**config.mk**
```make
export PLATFORM = sky130hd
export DESIGN_NAME = dmhq_idx
export DESIGN_NICKNAME = d
export VERILOG_FILES = /design/src/hw/rtl/dmhq_pkg.sv /design/src/hw/rtl/dmhq_idx.sv
export SDC_FILE = /design/constraint.sdc
export NUM_CORES = 1
export LEC_CHECK = 0
export BUFFER_PORTS_ARGS = -buffer_cell sky130_fd_sc_hd__buf_2
export CAP_MARGIN = 10
export CORE_UTILIZATION = 39
export DETAILED_ROUTE_END_ITERATION = 7
export GPL_TIMING_DRIVEN = 0
export PLACE_DENSITY = 0.75
export SYNTH_ARGS = -nofsm -noshare
export SYNTH_HDL_FRONTEND = slang
export SYNTH_SLANG_ARGS = --single-unit
```
**constraint.sdc**
```tcl
create_clock -name clk -period 1.3 [get_ports clk]
set_input_delay 0.065 -clock clk [delete_from_list [all_inputs] [get_ports clk]]
set_output_delay 0.065 -clock clk [all_outputs]
set_load 0.01 [all_outputs]
```
**src/hw/rtl/dmhq_pkg.sv**
```systemverilog
package dmhq_pkg;

	localparam int DEF_ARITY     = 4;
	localparam int DEF_CAPACITY  = 1024;
	localparam int DEF_KEY_BITS  = 32;
	localparam int DEF_NODE_BITS = 16;

	localparam int OPC_W   = 2;
	localparam int KEYIO_W = 32;
	localparam int NODEIO_W = 16;
	localparam int COUNT_W = 11;
	localparam int STAT_W  = 2;

	typedef enum logic [OPC_W-1:0] {
		OP_INSERT  = 2'd0,
		OP_EXTRACT = 2'd1,
		OP_CLEAR   = 2'd2
	} op_t;

	typedef enum logic [STAT_W-1:0] {
		ST_OK    = 2'd0,
		ST_EMPTY = 2'd1,
		ST_FULL  = 2'd2
	} status_t;

	typedef struct packed {
		logic [OPC_W-1:0]    opcode;
		logic [NODEIO_W-1:0] node_id;
		logic [KEYIO_W-1:0]  key_in;
	} cmd_t;

	typedef struct packed {
		logic [STAT_W-1:0]   status;
		logic [KEYIO_W-1:0]  key_out;
		logic [NODEIO_W-1:0] node_out;
		logic [COUNT_W-1:0]  entry_count;
		logic                heap_empty;
	} rsp_t;

	typedef enum logic [3:0] {
		S_IDLE,
		S_UP_IDX,
		S_UP_RD,
		S_UP_CMP,
		S_EX_ROOT,
		S_EX_LAST,
		S_DN_IDX,
		S_DN_CHK,
		S_DN_SCAN,
		S_DN_CMP,
		S_FIN
	} state_t;

endpackage

```
**src/hw/rtl/dmhq_idx.sv**
```systemverilog
module dmhq_idx import dmhq_pkg::*; #(
	parameter int ARITY    = DEF_ARITY,
	parameter int CAPACITY = DEF_CAPACITY
) (
	input  logic                                             clk,
	input  logic [$clog2(CAPACITY)-1:0]                      pos,
	output logic [$clog2(CAPACITY)-1:0]                      parent_q,
	output logic [$clog2(CAPACITY)+$clog2(ARITY):0]          first_q
);

	localparam int IDX_W = $clog2(CAPACITY);
	localparam int LG    = $clog2(ARITY);
	localparam int FC_W  = IDX_W + LG + 1;
	localparam int SH    = IDX_W + LG;
	localparam int PW    = 2 * IDX_W + 2;
	localparam longint unsigned RECIP = ((64'd1 << SH) + ARITY - 1) / ARITY;

	logic [IDX_W-1:0] pm1;
	logic [PW-1:0]    prod;
	logic [FC_W-1:0]  first_d;

	// floor((pos - 1) / ARITY) by reciprocal multiply, exact over the index range
	always_comb begin
		pm1     = pos - IDX_W'(1);
		prod    = PW'(pm1) * PW'(RECIP);
		first_d = FC_W'(pos) * FC_W'(ARITY) + FC_W'(1);
	end

	always_ff @(posedge clk) begin
		parent_q <= IDX_W'(prod >> SH);
		first_q  <= first_d;
	end

endmodule

```
* Word-level counts from Yosys, hierarchy flattened *
Index checks and enable logic that the tools add are counted.

operators by class
  $lt $le $gt $ge = 0
  $add $sub $neg = 2
  equality and inequality tests = 0
  reductions and logical operators = 0
  bitwise operators = 0
  $mul = 0
  shift operators = 0
  mux-type cells = 0
  divide/modulo/power cells = 0

operator list
  kind                   count
  $add 12x1->13 const B  1
  $sub 10x1->10 const B  1

storage, ports and cells
  register bits = 21
  memories kept = 0
  bits in latches = 0
  input bits = 11
  bits in read-only memories = 0
  logic and storage cells = 4
  bits in writable memories = 0
  output and inout bits = 23

* Longest topological paths before layout *
Gate-level depths: netlist of run 1.

  depth in word-level cells = 1
  mapped depth = 3
  mapped depth without buffers = 3

* Least setup slack after synthesis of run 1 *
Ideal clock, no wire load.

  path kind = input to register
  from = input port pos[3]
  to = register parent_q[4]
  path buffers = 0
  data arrival time = 884 ps
  stages on the path = 3
  path slack = 344 ps
  required time = 1228 ps
  library setup time = 72 ps
  path through = or4_4 nor3_4 xor2_1

on the way
  longest elaborated chain between the ends = 1

ends and longest elaborated chain
  item                    RTL line        source
  start: declaration      dmhq_idx.sv:6   input logic [$clog2(CAPACITY)-1:0] pos,
  $sub 10x1->10           dmhq_idx.sv:24  pm1 = pos - IDX_W'(1);
  named net pm1[6]        dmhq_idx.sv:18  logic [IDX_W-1:0] pm1;
  end signal: assignment  dmhq_idx.sv:30  parent_q <= IDX_W'(prod >> SH);
  end: declaration        dmhq_idx.sv:7   output logic [$clog2(CAPACITY)-1:0] parent_q,

The timed path passes the listed nets, and every way through them passes these cells.

* Worst setup path after layout of run 1 *
  from = input port pos[4]
  to = register parent_q[7]

Same word-level chain as after synthesis.

==> results.json, run 1 <==
{
  "ir_drop_mv": 0.492,
  "rsz0062_at_grt": "no",
  "grt_pass1_wl_um": 1520,
  "slowest_delay_ns": 0.53,
  "grt_pass1_vias": 375,
  "finalCriticalPeriod_ns": 1.21,
  "die_y_um": 39.4,
  "design.core.area_sq_um": 1300,
  "clk_pin_slew_ns": 0.10,
  "num_vias": 424,
  "hold_viol": 0,
  "htree_levels": 1,
  "cts_buffers": 3,
  "dp.cells": 90,
  "yosys_warnings": 0,
  "violations": "design-rule violations",
  "finalCritPeriodShare": 0.931,
  "dr.pass1.iters": 6,
  "drt_iter0_drc": 8,
  "vias_per_cell": 4.12,
  "p_leak_uw": 0.000417,
  "dieArea_sq_um": 1550,
  "grt_antenna_before_repair": 0,
  "drc": 2,
  "antenna_left": 0,
  "routed_wl_um": 987,
  "grt_usage": 0.152,
  "worstPathRequired_ns": 1.48,
  "grt_max_degree": 11,
  "crit_slowest_cell": "dlygate4sd3_1",
  "portBuffers": 28,
  "fin_setup_tns_ns": 0,
  "synthesis.area_sq_um": 544,
  "synthAdderAreaFrac": 0,
  "clockBufferDepth": 2,
  "nets": 100,
  "seq_area_frac_synth": 0.662,
  "tritoncts": "done",
  "io_pins": 34,
  "cp_max_fo": 5,
  "synth-xor-area-share": 0.0966,
  "cap_violations": 0,
  "yosys_register_bits": 18,
  "drive_above_1_share": 0.432,
  "dp_hpwl_um": 646,
  "end_kind": "register",
  "post_synth_num_cell_types": 15,
  "place.gp.congestion": 0.668,
  "synth-compound-area-share": 0.0184,
  "drv_slew": 0,
  "instances_no_fill": 103,
  "synthCells": 44,
  "syn_area_per_cell_sq_um": 12.4,
  "wl_per_cell_um": 9.58,
  "start_kind": "input pin",
  "die_x_um": 39.4,
  "core.rowCount": 13,
  "fmax_mhz": 826,
  "arrival_ns": 1.40,
  "final_cell_area_sq_um": 848,
  "path_cells": "dlygate4sd3_1, buf_2, nor3_1, nand3_1, xnor2_1",
  "start_util": 0.418,
  "path_class": "in2reg",
  "synth-simple-area-share": 0.140,
  "clockRootBuffer": "clkbuf_4",
  "diodes": 0,
  "muxShareOfSynthArea": 0,
  "synth_top_family_by_area": "simple AND/OR/NAND/NOR gates",
  "power_density_nw_per_um2": 1250,
  "numClockSinks": 18,
  "status": "complete, but fails checks",
  "hold_path.class": "in2reg",
  "final-setup-viol-count": 0,
  "placedInstanceArea_sq_um": 714,
  "overflow": 0,
  "area_delta_synth_final_pct": 55.9
}
-- metal layers --
metal,GRT usage,vias to the layer above,part of all wire
met5,0,-,0
met4,0.103,0,0.012
met3,0.0341,2,0.079
met1,0.163,183,0.40
met2,0.263,20,0.51
li1,-,219,-
-- repair_timing --
action	CTS	global route
setup endpoints to repair	0	2
resized for setup	0	1
buffers inserted	0	0
hold endpoints to repair	15	0
hold buffers	10	0
-- kinds of logic (layout without fill, tap and decap cells) --
family          after synthesis  after routing
buf+inv                       5             46
flops                        18             18
simple gates                 11             11
xor+xnor                      6              6
compound gates                2              2
other cells                   2              5
-- cell usage in the layout, fill, tap and decap left out --
cell type and instances:
dlygate4sd3_1 9, nor2_1 1, buf_2 27, nand3_1 1
nor4_1 1, clkbuf_8 1, nand2b_1 2, or4_4 1
nor3_1 2, xnor2_1 4, conb_1 5, dlymetal6s4s_1 1
o21ai_0 2, xor2_1 2, buf_4 5, nand2_1 1
nor3_4 1, dfxtp_1 18, clkbuf_4 3, nand3b_1 1
-- path summary, 6_finish.rpt --
| path | from | to | slack, ns | cells after the start |
|---|---|---|---|---|
| max | pos[4] | parent_q[7] | 0.09 | 5 |
| min | pos[2] | parent_q[0] | 0.08 | 3 |
-- flip-flops by register name, summed over array words and instances, names as in the netlist --
register / flops
first_q: 10
parent_q: 8
-- where the power goes --
| part | internal [uW] | leakage (uW) | total, uW | switching [uW] |
|---|---|---|---|---|
| sequential | 585 | 0.000152 | 591 | 6.82 |
| combinational | 73.6 | 0.000245 | 141 | 67.6 |
| clock | 170 | 0.0000210 | 329 | 159 |
-- cell usage after synthesis (all sizes together) --
library cell | n | area share
conb | 2 | 0.014
nand2b | 2 | 0.023
dfxtp | 18 | 0.66
nand2 | 1 | 0.0069
or4 | 1 | 0.021
buf | 5 | 0.069
nand3b | 1 | 0.014
xor2 | 2 | 0.032
xnor2 | 4 | 0.064
nor2 | 1 | 0.0069
nor3 | 3 | 0.048
o21ai | 2 | 0.018
nor4 | 1 | 0.012
nand3 | 1 | 0.0092
-- stage by stage --
step | utilization | total power [uW] | worst slack, ns | hold WS, ns
after floorplan | - | 660 | 0.344 | 0.0927
after global placement | 0.549 | 718 | 0.182 | 0.193
after detailed placement | 0.549 | 722 | 0.170 | 0.194
after CTS | 0.654 | 1070 | 0.0428 | 0.0657
after global routing | 0.652 | 1120 | 0.00267 | 0.0794
final | 0.652 | 1060 | 0.0892 | 0.0775
-- worst max-delay path, delay by kind of cell --
kind                      cells  cell delay, ns
buffers and inverters         2            0.69
and+or+nand+nor               2            0.48
xor gates and xnor gates      1            0.15
-- cell type report --
| cell class | instances | area, sq um |
|---|---|---|
| Buffer | 5 | 37.5 |
| Clock buffer | 4 | 36.3 |
| Fill cell | 119 | 453 |
| Multi-Input combinational cell | 24 | 158 |
| Sequential cell | 18 | 360 |
| Tap cell | 15 | 18.8 |
| Timing Repair Buffer | 37 | 238 |
No activity file was read; power rests on OpenSTA's default activity.
==> run 2: changes to the inputs <==
--- a/config.mk
+++ b/config.mk
@@ -10,7 +10,7 @@
 export CORE_UTILIZATION = 39
 export DETAILED_ROUTE_END_ITERATION = 7
 export GPL_TIMING_DRIVEN = 0
-export PLACE_DENSITY = 0.75
+export PLACE_DENSITY = 0.85
 export SYNTH_ARGS = -nofsm -noshare
 export SYNTH_HDL_FRONTEND = slang
 export SYNTH_SLANG_ARGS = --single-unit
==> results.json, run 2 (synthesized netlist as in run 1, its figures left out) <==
{
  "worstPathRequired_ns": 1.48,
  "path_cells": "dlygate4sd3_1, buf_2, nor3_1, nand3_1, xnor2_1",
  "final_cell_mix": "28 x buf_2, 18 x dfxtp_1, 10 x dlygate4sd3_1, 5 x buf_4, 5 x conb_1",
  "clk_pin_slew_ns": 0.10,
  "fin_setup_tns_ns": 0,
  "grt_usage": 0.152,
  "hold_buffers": 10,
  "final_cell_area_sq_um": 851,
  "io_pins": 34,
  "drv_slew": 0,
  "end_kind": "register",
  "setup_ws_ns": 0.0967,
  "numClockSinks": 18,
  "dr.pass1.iters": 2,
  "clkPwrFrac": 0.308,
  "hold_viol": 0,
  "whs_path_depth": 2,
  "dp.cells": 90,
  "portBuffers": 28,
  "wl_per_cell_um": 9.94,
  "grt_antenna_before_repair": 0,
  "whs_endpoint": "parent_q[1]",
  "cap_violations": 0,
  "pre_cts_slack_ns": 0.137,
  "status": "complete, no violations",
  "area_delta_synth_final_pct": 56.3,
  "drt_iter0_drc": 3,
  "place.gp.congestion": 0.584,
  "clockRootBuffer": "clkbuf_4",
  "tritoncts": "done",
  "start_util": 0.418,
  "antenna_left": 0,
  "slowest_delay_ns": 0.54,
  "design.core.area_sq_um": 1300,
  "p_int_uw": 829,
  "routed_wl_um": 1030,
  "final-setup-viol-count": 0,
  "grt_pass1_vias": 376,
  "rsz0062_at_grt": "no",
  "start_kind": "input pin",
  "diodes": 0,
  "power_density_nw_per_um2": 1240,
  "pwr-share-comb": 0.134,
  "drc": 0,
  "dp_hpwl_um": 672,
  "hold_path.class": "in2reg",
  "layout_commonest_cell": "buf_2",
  "top_register": "first_q",
  "p_leak_uw": 0.000411,
  "arrival_ns": 1.38,
  "clockBufferDepth": 2,
  "placedInstanceArea_sq_um": 714,
  "instances_no_fill": 104,
  "die_y_um": 39.4,
  "die_x_um": 39.4,
  "p_seq_frac": 0.558,
  "core.rowCount": 13,
  "finalCritPeriodShare": 0.926,
  "hold_start": "pos[3]",
  "post_cts_buffers": 0,
  "cts.repair.resized": 0,
  "nets": 101,
  "largest_reg_flops": 10,
  "grt_max_degree": 11,
  "path_class": "in2reg",
  "htree_levels": 1,
  "drive_above_1_share": 0.438,
  "netSwitchingPower_uw": 230,
  "grt_pass1_wl_um": 1500,
  "num_vias": 442,
  "fmax_mhz": 831,
  "ir_drop_mv": 0.642,
  "finalCriticalPeriod_ns": 1.20,
  "crit_slowest_cell": "dlygate4sd3_1",
  "overflow": 0,
  "vias_per_cell": 4.25,
  "top_regs": "first_q x10, parent_q x8",
  "cp_max_fo": 5,
  "cts_buffers": 3,
  "dieArea_sq_um": 1550,
  "netSwitchingFraction": 0.217
}
[run 2: cell types whose count changed in the layout (fill, tap and decap cells not counted)]
| cell | change |
|---|---|
| buf_2 | +1 |
| dlymetal6s4s_1 | -1 |
| dlygate4sd3_1 | +1 |
[run 2: area by class of cell]
type	count	area [sq um]
Fill cell	106	450
Clock buffer	4	36.3
Buffer	5	37.5
Multi-Input combinational cell	24	158
Sequential cell	18	360
Timing Repair Buffer	38	240
Tap cell	15	18.8
[run 2: routing by layer]
| metal | global-route usage | vias to the layer above | wire length (um) |
|---|---|---|---|
| li1 | - | 223 | - |
| met1 | 0.153 | 194 | 382 |
| met2 | 0.263 | 23 | 551 |
| met3 | 0.0511 | 2 | 89 |
| met4 | 0.103 | 0 | 10 |
| met5 | 0 | - | 0 |
[run 2: worst max-delay path: cells and delay by family]
kind                      cells  cell delay (ns)
buffers and inverters         2             0.71
xor gates and xnor gates      1             0.16
and+or+nand+nor               2             0.46
[run 2: worst max-delay path by stage]
stage	start	endpoint	slack [ns]	depth (start not counted)
after floorplan	pos[3]	parent_q[4]	0.34	3
after detailed placement	pos[3]	parent_q[4]	0.14	4
after global routing	pos[4]	parent_q[6]	0.05	5
after global placement	pos[3]	parent_q[4]	0.18	4
final	pos[4]	parent_q[7]	0.1	5
after CTS	pos[4]	parent_q[7]	0.09	5
[run 2: stage by stage]
stage	util	total power (uW)	hold WS, ns
after floorplan	-	660	0.0927
after global placement	0.549	718	0.192
after detailed placement	0.549	722	0.194
after CTS	0.654	1070	0.00350
after global routing	0.654	1120	0.0229
final	0.654	1060	0.0301
[run 2: power by group through the flow]
stage               combinational, uW  clock, uW  sequential [uW]
finish                            142        326              591
global route                      157        364              596
CTS                               140        337              591
detailed placement                118          0              604
global placement                  115          0              603
floorplan                        36.3          0              624
