`src/hw/rtl/dmhq_pkg.sv`:
```
package dmhq_pkg;

	localparam int DEF_ARITY     = 4;
	localparam int DEF_CAPACITY  = 1024;
	localparam int DEF_KEY_BITS  = 32;
	localparam int DEF_NODE_BITS = 16;

	localparam int OPC_W   = 2;
	localparam int KEYIO_W = 32;
	localparam int NODEIO_W = 16;
	localparam int COUNT_W = 11;
	localparam int STAT_W  = 2;

	typedef enum logic [OPC_W-1:0] {
		OP_INSERT  = 2'd0,
		OP_EXTRACT = 2'd1,
		OP_CLEAR   = 2'd2
	} op_t;

	typedef enum logic [STAT_W-1:0] {
		ST_OK    = 2'd0,
		ST_EMPTY = 2'd1,
		ST_FULL  = 2'd2
	} status_t;

	typedef struct packed {
		logic [OPC_W-1:0]    opcode;
		logic [NODEIO_W-1:0] node_id;
		logic [KEYIO_W-1:0]  key_in;
	} cmd_t;

	typedef struct packed {
		logic [STAT_W-1:0]   status;
		logic [KEYIO_W-1:0]  key_out;
		logic [NODEIO_W-1:0] node_out;
		logic [COUNT_W-1:0]  entry_count;
		logic                heap_empty;
	} rsp_t;

	typedef enum logic [3:0] {
		S_IDLE,
		S_UP_IDX,
		S_UP_RD,
		S_UP_CMP,
		S_EX_ROOT,
		S_EX_LAST,
		S_DN_IDX,
		S_DN_CHK,
		S_DN_SCAN,
		S_DN_CMP,
		S_FIN
	} state_t;

endpackage

```
`src/hw/rtl/dmhq_engine.sv`:
```
module dmhq_engine import dmhq_pkg::*; #(
	parameter int ARITY     = DEF_ARITY,
	parameter int CAPACITY  = DEF_CAPACITY,
	parameter int KEY_BITS  = DEF_KEY_BITS,
	parameter int NODE_BITS = DEF_NODE_BITS
) (
	input  logic                                    clk,
	input  logic                                    arst_n,
	input  logic                                    start,
	input  cmd_t                                    cmd,
	output logic                                    busy,
	output logic                                    done,
	output rsp_t                                    result,
	output logic [$clog2(CAPACITY)-1:0]             pos,
	input  logic [$clog2(CAPACITY)-1:0]             parent,
	input  logic [$clog2(CAPACITY)+$clog2(ARITY):0] first,
	output logic                                    we,
	output logic [$clog2(CAPACITY)-1:0]             waddr,
	output logic [KEY_BITS+NODE_BITS-1:0]           wdata,
	output logic                                    re,
	output logic [$clog2(CAPACITY)-1:0]             raddr,
	input  logic [KEY_BITS+NODE_BITS-1:0]           rdata
);

	localparam int IDX_W = $clog2(CAPACITY);
	localparam int CNT_W = $clog2(CAPACITY + 1);
	localparam int FC_W  = IDX_W + $clog2(ARITY) + 1;
	localparam int ENT_W = KEY_BITS + NODE_BITS;

	state_t state_q, state_d;

	logic [CNT_W-1:0]     fill_q;
	logic [IDX_W-1:0]     pos_q;
	logic [ENT_W-1:0]     mov_q;
	logic [ENT_W-1:0]     best_q;
	logic [IDX_W-1:0]     best_idx_q;
	logic [IDX_W-1:0]     rd_addr_q;
	logic [IDX_W-1:0]     last_q;
	logic                 scan_first_q;
	logic [STAT_W-1:0]    st_q;
	logic [KEY_BITS-1:0]  okey_q;
	logic [NODE_BITS-1:0] onode_q;
	logic                 done_q;
	rsp_t                 result_q;

	logic [KEY_BITS-1:0]         mov_key, best_key, rd_key;
	logic [KEY_BITS+KEYIO_W-1:0] key_ext, okey_ext;
	logic [NODE_BITS+NODEIO_W-1:0] onode_ext;
	logic [CNT_W+COUNT_W-1:0]    cnt_ext;
	logic                        full, first_out;
	logic [FC_W-1:0]             last_c, last_lim;
	logic [IDX_W-1:0]            last_d;

	always_comb begin
		mov_key   = mov_q[ENT_W-1:NODE_BITS];
		best_key  = best_q[ENT_W-1:NODE_BITS];
		rd_key    = rdata[ENT_W-1:NODE_BITS];
		key_ext   = {{KEY_BITS{1'b0}}, cmd.key_in};
		okey_ext  = {{KEYIO_W{1'b0}}, okey_q};
		onode_ext = {{NODEIO_W{1'b0}}, onode_q};
		cnt_ext   = {{COUNT_W{1'b0}}, fill_q};
		full      = (fill_q >= CNT_W'(CAPACITY));
		first_out = (first >= FC_W'(fill_q));
		last_c    = first + FC_W'(ARITY - 1);
		last_lim  = FC_W'(fill_q) - FC_W'(1);
		last_d    = (last_c > last_lim) ? last_lim[IDX_W-1:0] : last_c[IDX_W-1:0];
	end

	always_ff @(posedge clk or negedge arst_n) begin
		if (!arst_n) begin
			state_q <= S_IDLE;
		end else begin
			state_q <= state_d;
		end
	end

	always_comb begin
		state_d = state_q;
		we      = 1'b0;
		waddr   = pos_q;
		wdata   = mov_q;
		re      = 1'b0;
		raddr   = parent;
		case (state_q)
			S_IDLE: begin
				if (start) begin
					case (cmd.opcode)
						OP_INSERT: begin
							state_d = full ? S_FIN : S_UP_IDX;
						end
						OP_EXTRACT: begin
							if (fill_q == '0) begin
								state_d = S_FIN;
							end else begin
								re      = 1'b1;
								raddr   = '0;
								state_d = S_EX_ROOT;
							end
						end
						default: begin
							state_d = S_FIN;
						end
					endcase
				end
			end
			S_EX_ROOT: begin
				re      = 1'b1;
				raddr   = IDX_W'(fill_q - CNT_W'(1));
				state_d = S_EX_LAST;
			end
			S_EX_LAST: begin
				state_d = S_DN_IDX;
			end
			S_DN_IDX: begin
				state_d = S_DN_CHK;
			end
			S_DN_CHK: begin
				if (first_out) begin
					we      = 1'b1;
					state_d = S_FIN;
				end else begin
					re      = 1'b1;
					raddr   = first[IDX_W-1:0];
					state_d = S_DN_SCAN;
				end
			end
			S_DN_SCAN: begin
				if (rd_addr_q == last_q) begin
					state_d = S_DN_CMP;
				end else begin
					re    = 1'b1;
					raddr = rd_addr_q + IDX_W'(1);
				end
			end
			S_DN_CMP: begin
				we = 1'b1;
				if (mov_key <= best_key) begin
					state_d = S_FIN;
				end else begin
					wdata   = best_q;
					state_d = S_DN_IDX;
				end
			end
			S_UP_IDX: begin
				if (pos_q == '0) begin
					we      = 1'b1;
					state_d = S_FIN;
				end else begin
					state_d = S_UP_RD;
				end
			end
			S_UP_RD: begin
				re      = 1'b1;
				state_d = S_UP_CMP;
			end
			S_UP_CMP: begin
				we = 1'b1;
				if (rd_key > mov_key) begin
					wdata   = rdata;
					state_d = S_UP_IDX;
				end else begin
					state_d = S_FIN;
				end
			end
			S_FIN: begin
				state_d = S_IDLE;
			end
			default: begin
				state_d = S_IDLE;
			end
		endcase
	end

	always_ff @(posedge clk or negedge arst_n) begin
		if (!arst_n) begin
			fill_q <= '0;
			done_q <= 1'b0;
		end else begin
			done_q <= (state_q == S_FIN);
			case (state_q)
				S_IDLE: begin
					if (start) begin
						case (cmd.opcode)
							OP_INSERT: begin
								if (!full) begin
									fill_q <= fill_q + CNT_W'(1);
								end
							end
							OP_CLEAR: begin
								fill_q <= '0;
							end
							default: begin
							end
						endcase
					end
				end
				S_EX_ROOT: begin
					fill_q <= fill_q - CNT_W'(1);
				end
				default: begin
				end
			endcase
		end
	end

	always_ff @(posedge clk) begin
		case (state_q)
			S_IDLE: begin
				if (start) begin
					okey_q  <= '0;
					onode_q <= '0;
					pos_q   <= IDX_W'(fill_q);
					mov_q   <= {key_ext[KEY_BITS-1:0], cmd.node_id[NODE_BITS-1:0]};
					if (cmd.opcode == OP_INSERT && full) begin
						st_q <= ST_FULL;
					end else if (cmd.opcode == OP_EXTRACT && fill_q == '0) begin
						st_q <= ST_EMPTY;
					end else begin
						st_q <= ST_OK;
					end
				end
			end
			S_EX_ROOT: begin
				okey_q  <= rd_key;
				onode_q <= rdata[NODE_BITS-1:0];
			end
			S_EX_LAST: begin
				mov_q <= rdata;
				pos_q <= '0;
			end
			S_DN_CHK: begin
				rd_addr_q    <= first[IDX_W-1:0];
				last_q       <= last_d;
				scan_first_q <= 1'b1;
			end
			S_DN_SCAN: begin
				scan_first_q <= 1'b0;
				if (scan_first_q || rd_key < best_key) begin
					best_q     <= rdata;
					best_idx_q <= rd_addr_q;
				end
				if (rd_addr_q != last_q) begin
					rd_addr_q <= rd_addr_q + IDX_W'(1);
				end
			end
			S_DN_CMP: begin
				pos_q <= best_idx_q;
			end
			S_UP_CMP: begin
				pos_q <= parent;
			end
			S_FIN: begin
				result_q.status      <= st_q;
				result_q.key_out     <= okey_ext[KEYIO_W-1:0];
				result_q.node_out    <= onode_ext[NODEIO_W-1:0];
				result_q.entry_count <= cnt_ext[COUNT_W-1:0];
				result_q.heap_empty  <= (fill_q == '0);
			end
			default: begin
			end
		endcase
	end

	assign busy   = (state_q != S_IDLE);
	assign done   = done_q;
	assign result = result_q;
	assign pos    = pos_q;

endmodule

```
`config.mk`:
```
export PLATFORM = sky130hd
export DESIGN_NAME = dmhq_engine
export DESIGN_NICKNAME = d
export VERILOG_FILES = /design/src/hw/rtl/dmhq_pkg.sv /design/src/hw/rtl/dmhq_engine.sv
export SDC_FILE = /design/constraint.sdc
export NUM_CORES = 1
export LEC_CHECK = 0
export ABC_AREA = 1
export BUFFER_PORTS_ARGS = -buffer_cell sky130_fd_sc_hd__buf_4
export CORE_MARGIN = 2
export CORE_UTILIZATION = 30
export CTS_BUF_LIST = sky130_fd_sc_hd__clkbuf_4
export DETAILED_ROUTE_END_ITERATION = 8
export SKIP_CTS_REPAIR_TIMING = 1
export SYNTH_ARGS = -nofsm -noshare
export SYNTH_HDL_FRONTEND = slang
export SYNTH_SLANG_ARGS = --single-unit
```
`constraint.sdc`:
```
create_clock -name clk -period 4.4 [get_ports clk]
set_input_delay 0.88 -clock clk [delete_from_list [all_inputs] [get_ports clk]]
set_output_delay 0.88 -clock clk [all_outputs]
set_load 0.02 [all_outputs]
```
; Word-level counts from Yosys, hierarchy flattened
; Cells that the tools add are included.
[totals]
reg_bits = 265
elab_cells = 115
out_inout_bits = 144
[classes]
n_reduce_logical = 22
n_mux = 45
n_eq_ne = 19
order_cmp = 6
add_sub_neg = 5
[ops]
columns = operator, n
row1 = 48-bit case mux with 2 select lines, 2
row2 = 48-bit 2-to-1 mux, 3
row3 = 10-bit 2-to-1 mux, 8
row4 = 10-bit case mux with 4 select lines, 2
row5 = 32-bit case mux with 2 select lines, 1
row6 = 11-bit case mux with 2 select lines, 2
row7 = 4-bit case mux with 10 select lines, 1
row8 = 32-bit > comparator, 1
row9 = 32-bit less-or-equal comparator, 1
row10 = 32-bit less-than comparator, 1
row11 = 32-bit 2-to-1 mux, 1
row12 = 16-bit case mux with 2 select lines, 1
row13 = 4-bit 2-to-1 mux, 7
row14 = 11-bit 2-to-1 mux, 2
row15 = 10-bit case mux with 2 select lines, 1
row16 = 4-bit by 3-bit equality test with 1-bit output (second input constant), 4
row17 = 16-bit 2-to-1 mux, 1
row18 = 2-bit AND reduction, 7
row19 = 13-bit by 2-bit adder with 13-bit output (second input constant), 1
row20 = 13-bit by 11-bit greater-or-equal comparator with 1-bit output, 1
row21 = 13-bit > comparator, 1
row22 = 4-bit equality test (second input constant), 3
row23 = 11-bit by 1-bit subtractor with 12-bit output (second input constant), 1
row24 = 11-bit by 1-bit adder with 11-bit output (second input constant), 1
row25 = 28 further kinds, 43

; Depth between registers and ports, before layout
[depth]
ltp_word = 5
depth_mapped = 20
mapped_depth_nobuf = 19

; Worst setup path after synthesis
; OpenSTA, ideal clock, no wires.
[synth_timing]
kind = input-to-reg
startpoint = input port rdata[35]
endpoint = register best_idx_q[0], enable pin
required_ns = 3.907
n_path_buf = 0
setup_time_ns = 0.493
setup_slack_ns = -0.612
t_arrival_ns = 4.518
cell_stages = 7
path_cell_list = ha_1 -> a21oi_1 -> o21a_1 -> o221ai_1 -> a21oi_1 -> nand2_1 -> a21oi_1
[synth_via]
elab_chain_len = 3
[synth_lines]
columns = element, line
row1 = "start, declared", dmhq_engine.sv:22  ; input logic [KEY_BITS+NODE_BITS-1:0] rdata
row2 = 32-bit less-than comparator, dmhq_engine.sv:238  ; if (scan_first_q || rd_key < best_key) begin
row3 = 1-bit logical OR, dmhq_engine.sv:238
row4 = 2-bit AND reduction (no line), -
row5 = "end signal, assigned", dmhq_engine.sv:240  ; best_idx_q <= rd_addr_q;
row6 = "end, declared", dmhq_engine.sv:36  ; logic [IDX_W-1:0] best_idx_q;
; Every way passes these cells.
; A chain may end at the register's enable or synchronous reset.

; Final worst setup path
[layout_timing]
startpoint = register fill_q[4]
endpoint = output port raddr[5]
[layout_via]
elab_chain_len = 5
elab_cells_between_ends = 8
cone_classes = add/sub (1) / order compare (1) / mux (5) / reduce/logical (1)
[layout_lines]
columns = element, line
row1 = "start, declared", dmhq_engine.sv:32  ; logic [CNT_W-1:0] fill_q;
row2 = "start signal, assigned", dmhq_engine.sv:186  ; fill_q <= fill_q + CNT_W'(1);
row3 = "start signal, assigned", dmhq_engine.sv:198  ; fill_q <= fill_q - CNT_W'(1);
row4 = "parallel branches: the longest is 4 deep, another holds 13-bit by 11-bit greater-or-equal comparator with 1-bit output", -
row5 = 10-bit case mux with 4 select lines *, dmhq_engine.sv:84  ; case (state_q)
row6 = "end, declared", dmhq_engine.sv:21  ; output logic [$clog2(CAPACITY)-1:0] raddr,
; Every way passes the cells marked *.

==> out/results.txt <==
Sw Share: 0.265
number of global-route vias before repair: 13400
commonest cells after routing, fill and taps aside: nand2_1 (361), buf_4 (289), edfxtp_1 (249), inv_1 (240), o21ai_0 (149)
total grt overflow: 0
via count: 13300
worst hold path stage count: 1
Core Rows: 82
area delta synth->final: 25.5%
syn_area_per_cell: 9.19 sq um
GPL Wtd Cong: 0.942
CTS Buffer Depth: 3
Hold EP: best_q[3]
CTS sink cnt: 265
CORE AREA: 0.0502 sq mm
CTS tree: done
post-synthesis async set-or-reset flop share: 0.0604
synth unique cells: 45
sequential group share of total power: 0.485
register area share after synthesis: 0.517
CP Capture Type: output pin
Mapped Cells: 1658
layout filler cell count: 5025
max cap viols: 0
r2r endpoint: last_q[2]
Crit-path slowest cell: dfrtp_1
DRT antenna net count: 0
Pint: 4.39 mW
crit path cell chain: clkinvlp_4 -> ha_1 -> a21oi_1 -> o21ai_0 -> o21bai_1 -> nand3_4 -> nor2_2 -> a21oi_1 -> nand3_1 -> buf_4
Avg WL per Cell: 18.9 microns
Detailed Route Iter0 Violations: 1061
Power Density: 312 mW/mm^2
H-tree depth: 3
peak supply drop: 0.132 mV
Design Area, Final: 0.0191 sq mm
f_max: 234 MHz
Psw: 1.58 mW
share of post-route cells with drive strength above 1: 0.228
Top delay family on crit path: simple AND/OR/NAND/NOR gates
met3 WL: 4100 microns
Final #Nets: 2223
die width: 229 microns
mapped cell area: 0.0152 sq mm
I/O pin count: 268
die height: 229 microns
Initial Utilization: 0.304
Post-synth EDFFs: 249
Port Buffers: 267
worst r2r src: fill_q[1]
reg2reg path depth: 13
relative slew slack: 0.313
Clock Latency Late Sink: 0.79 ns
Ys Warns: 0
GRT Total Usage: 0.190
flop-to-flop setup slack: 0.98 ns
RSZ-0062 raised after global routing: no
min-delay worst type: input port to flop
DP HPWL: 36600 microns
setup_tns: 0 ns
critical path startpoint category: flop
Max Slew Vio Count: 0
Buffers & Inverters on Critical Path: 2
crit share post-route: 0.972
Syn Nets: 1905
routed wire length: 51300 microns
placed cell area: 0.0180 sq mm
shortest period the worst path allows: 4.28 ns
HP Start: rdata[3]
Clock Power Share: 0.404
Final Hold Fails: 0
Worst-Margin Slew: 1.03 ns
initial antenna violation count: 3
met1 wire length: 21500 microns
top routing layer used: met5
final setup vio count: 0
ys flop type: edfxtp_1
clk_skew: 0.0603 ns
most common cell after layout, fill and taps aside: nand2_1
DRT Pass-1 Iters: 5
worst-path fanout max: 10
first-pass GRT wire length: 76400 microns
Inserted Clock Buffers: 80
Crit Path Class: flop to output pin
CP required: 3.52 ns
metal2 WL: 24200 microns
P_leak: 8.58 nW
data arrival time of the critical path: 3.40 ns
outcome: finished, final reports clean
pin count of the biggest net entering global routing: 97
Post-route DRC: 0
clock-pin slew on the worst setup and hold paths: 0.06 ns
DR vias/cell: 4.90
Logic pwr share: 0.111
synthesized flop and latch total: 265
CP max stage delay: 0.54 ns
CTS Root Cell: clkbuf_4
cell mode on critical path: a21oi_1
Die ar.: 0.0526 sq mm
[kinds of logic after synthesis]
logic type	Yosys count	synth area share
and+or+nand+nor	643	0.181
buffers and inverters	316	0.0838
AOI/OAI and AO/OA	282	0.100
DFF	265	0.517
adders and majority gates	123	0.101
xor gates and xnor gates	29	0.0167
[synth_stat cells (16+ instances only)]
cell      number  share of area
xor2_1        22          0.013
dfrtp_1       16          0.026
nor2_1       128          0.032
ha_1         123           0.10
a21oi_1       82          0.027
clkbuf_1      24         0.0059
inv_1        242          0.060
edfxtp_1     249           0.49
buf_2         16         0.0053
nand2_1      367          0.090
o21ai_0      149          0.049
nand4_1       73          0.030
nand3_1       36          0.012
[final cells by class]
type                    count  area (sq um)  share of cell area
well taps                 672           841              0.0440
clock inverters            27           163             0.00851
clock buffers             111           833              0.0436
diodes                      2          5.00            0.000262
flip-flops and latches    265          7880               0.412
repair buffers            296          2280               0.119
multi-input cells        1077          6150               0.322
inverters                 256           966              0.0505
[worst max-delay path by stage]
| stage | from | to | slack, ns | depth (start not counted) |
|---|---|---|---|---|
| floorplan | rdata[35] | best_idx_q[0] | 0.56 | 7 |
| global placement | rdata[23] | wdata[42] | 0.27 | 17 |
| detailed placement | rdata[39] | wdata[42] | 0.17 | 14 |
| CTS | fill_q[4] | raddr[2] | -0.31 | 10 |
| global route | fill_q[4] | raddr[2] | 0.0003 | 11 |
| finish | fill_q[4] | raddr[5] | 0.12 | 10 |
[metal layers]
layer / GRT usage / vias up
li1: - / 6310
met1: 0.236 / 6352
met2: 0.311 / 501
met3: 0.0528 / 85
met4: 0.0743 / 4
met5: 0 / -
[sequential cells by signal (all words and copies together) (netlist names)]
register / cells
scan_first_q: 1
best_q: 48
best_idx_q: 10
pos: 10
rd_addr_q: 10
done: 1
state_q: 4
fill_q: 11
result: 62
st_q: 2
okey_q: 32
onode_q: 16
mov_q: 48
last_q: 10
[stage by stage]
step	setup WS [ns]	utilization	std cells	power (mW)	hold WS (ns)
after floorplan	0.561	-	1658	3.32	0.400
after global placement	0.271	0.358	2560	3.59	0.401
after detailed placement	0.175	0.358	2560	3.61	0.405
after CTS	-0.307	0.378	2698	6.05	-0.150
after global routing	0.000339	0.381	2706	6.27	0.231
final	0.121	0.381	2706	5.97	0.305
[power by group through the flow]
stage | Combinational, mW | Clock (mW) | Sequential [mW]
2_1_floorplan | 0.377 | 0 | 2.94
3_3_place_gp | 0.641 | 0 | 2.95
3_5_place_dp | 0.664 | 0 | 2.95
4_1_cts | 0.666 | 2.49 | 2.90
5_1_grt | 0.755 | 2.61 | 2.90
6_report | 0.662 | 2.41 | 2.90
(Power assumes the default switching activity.)
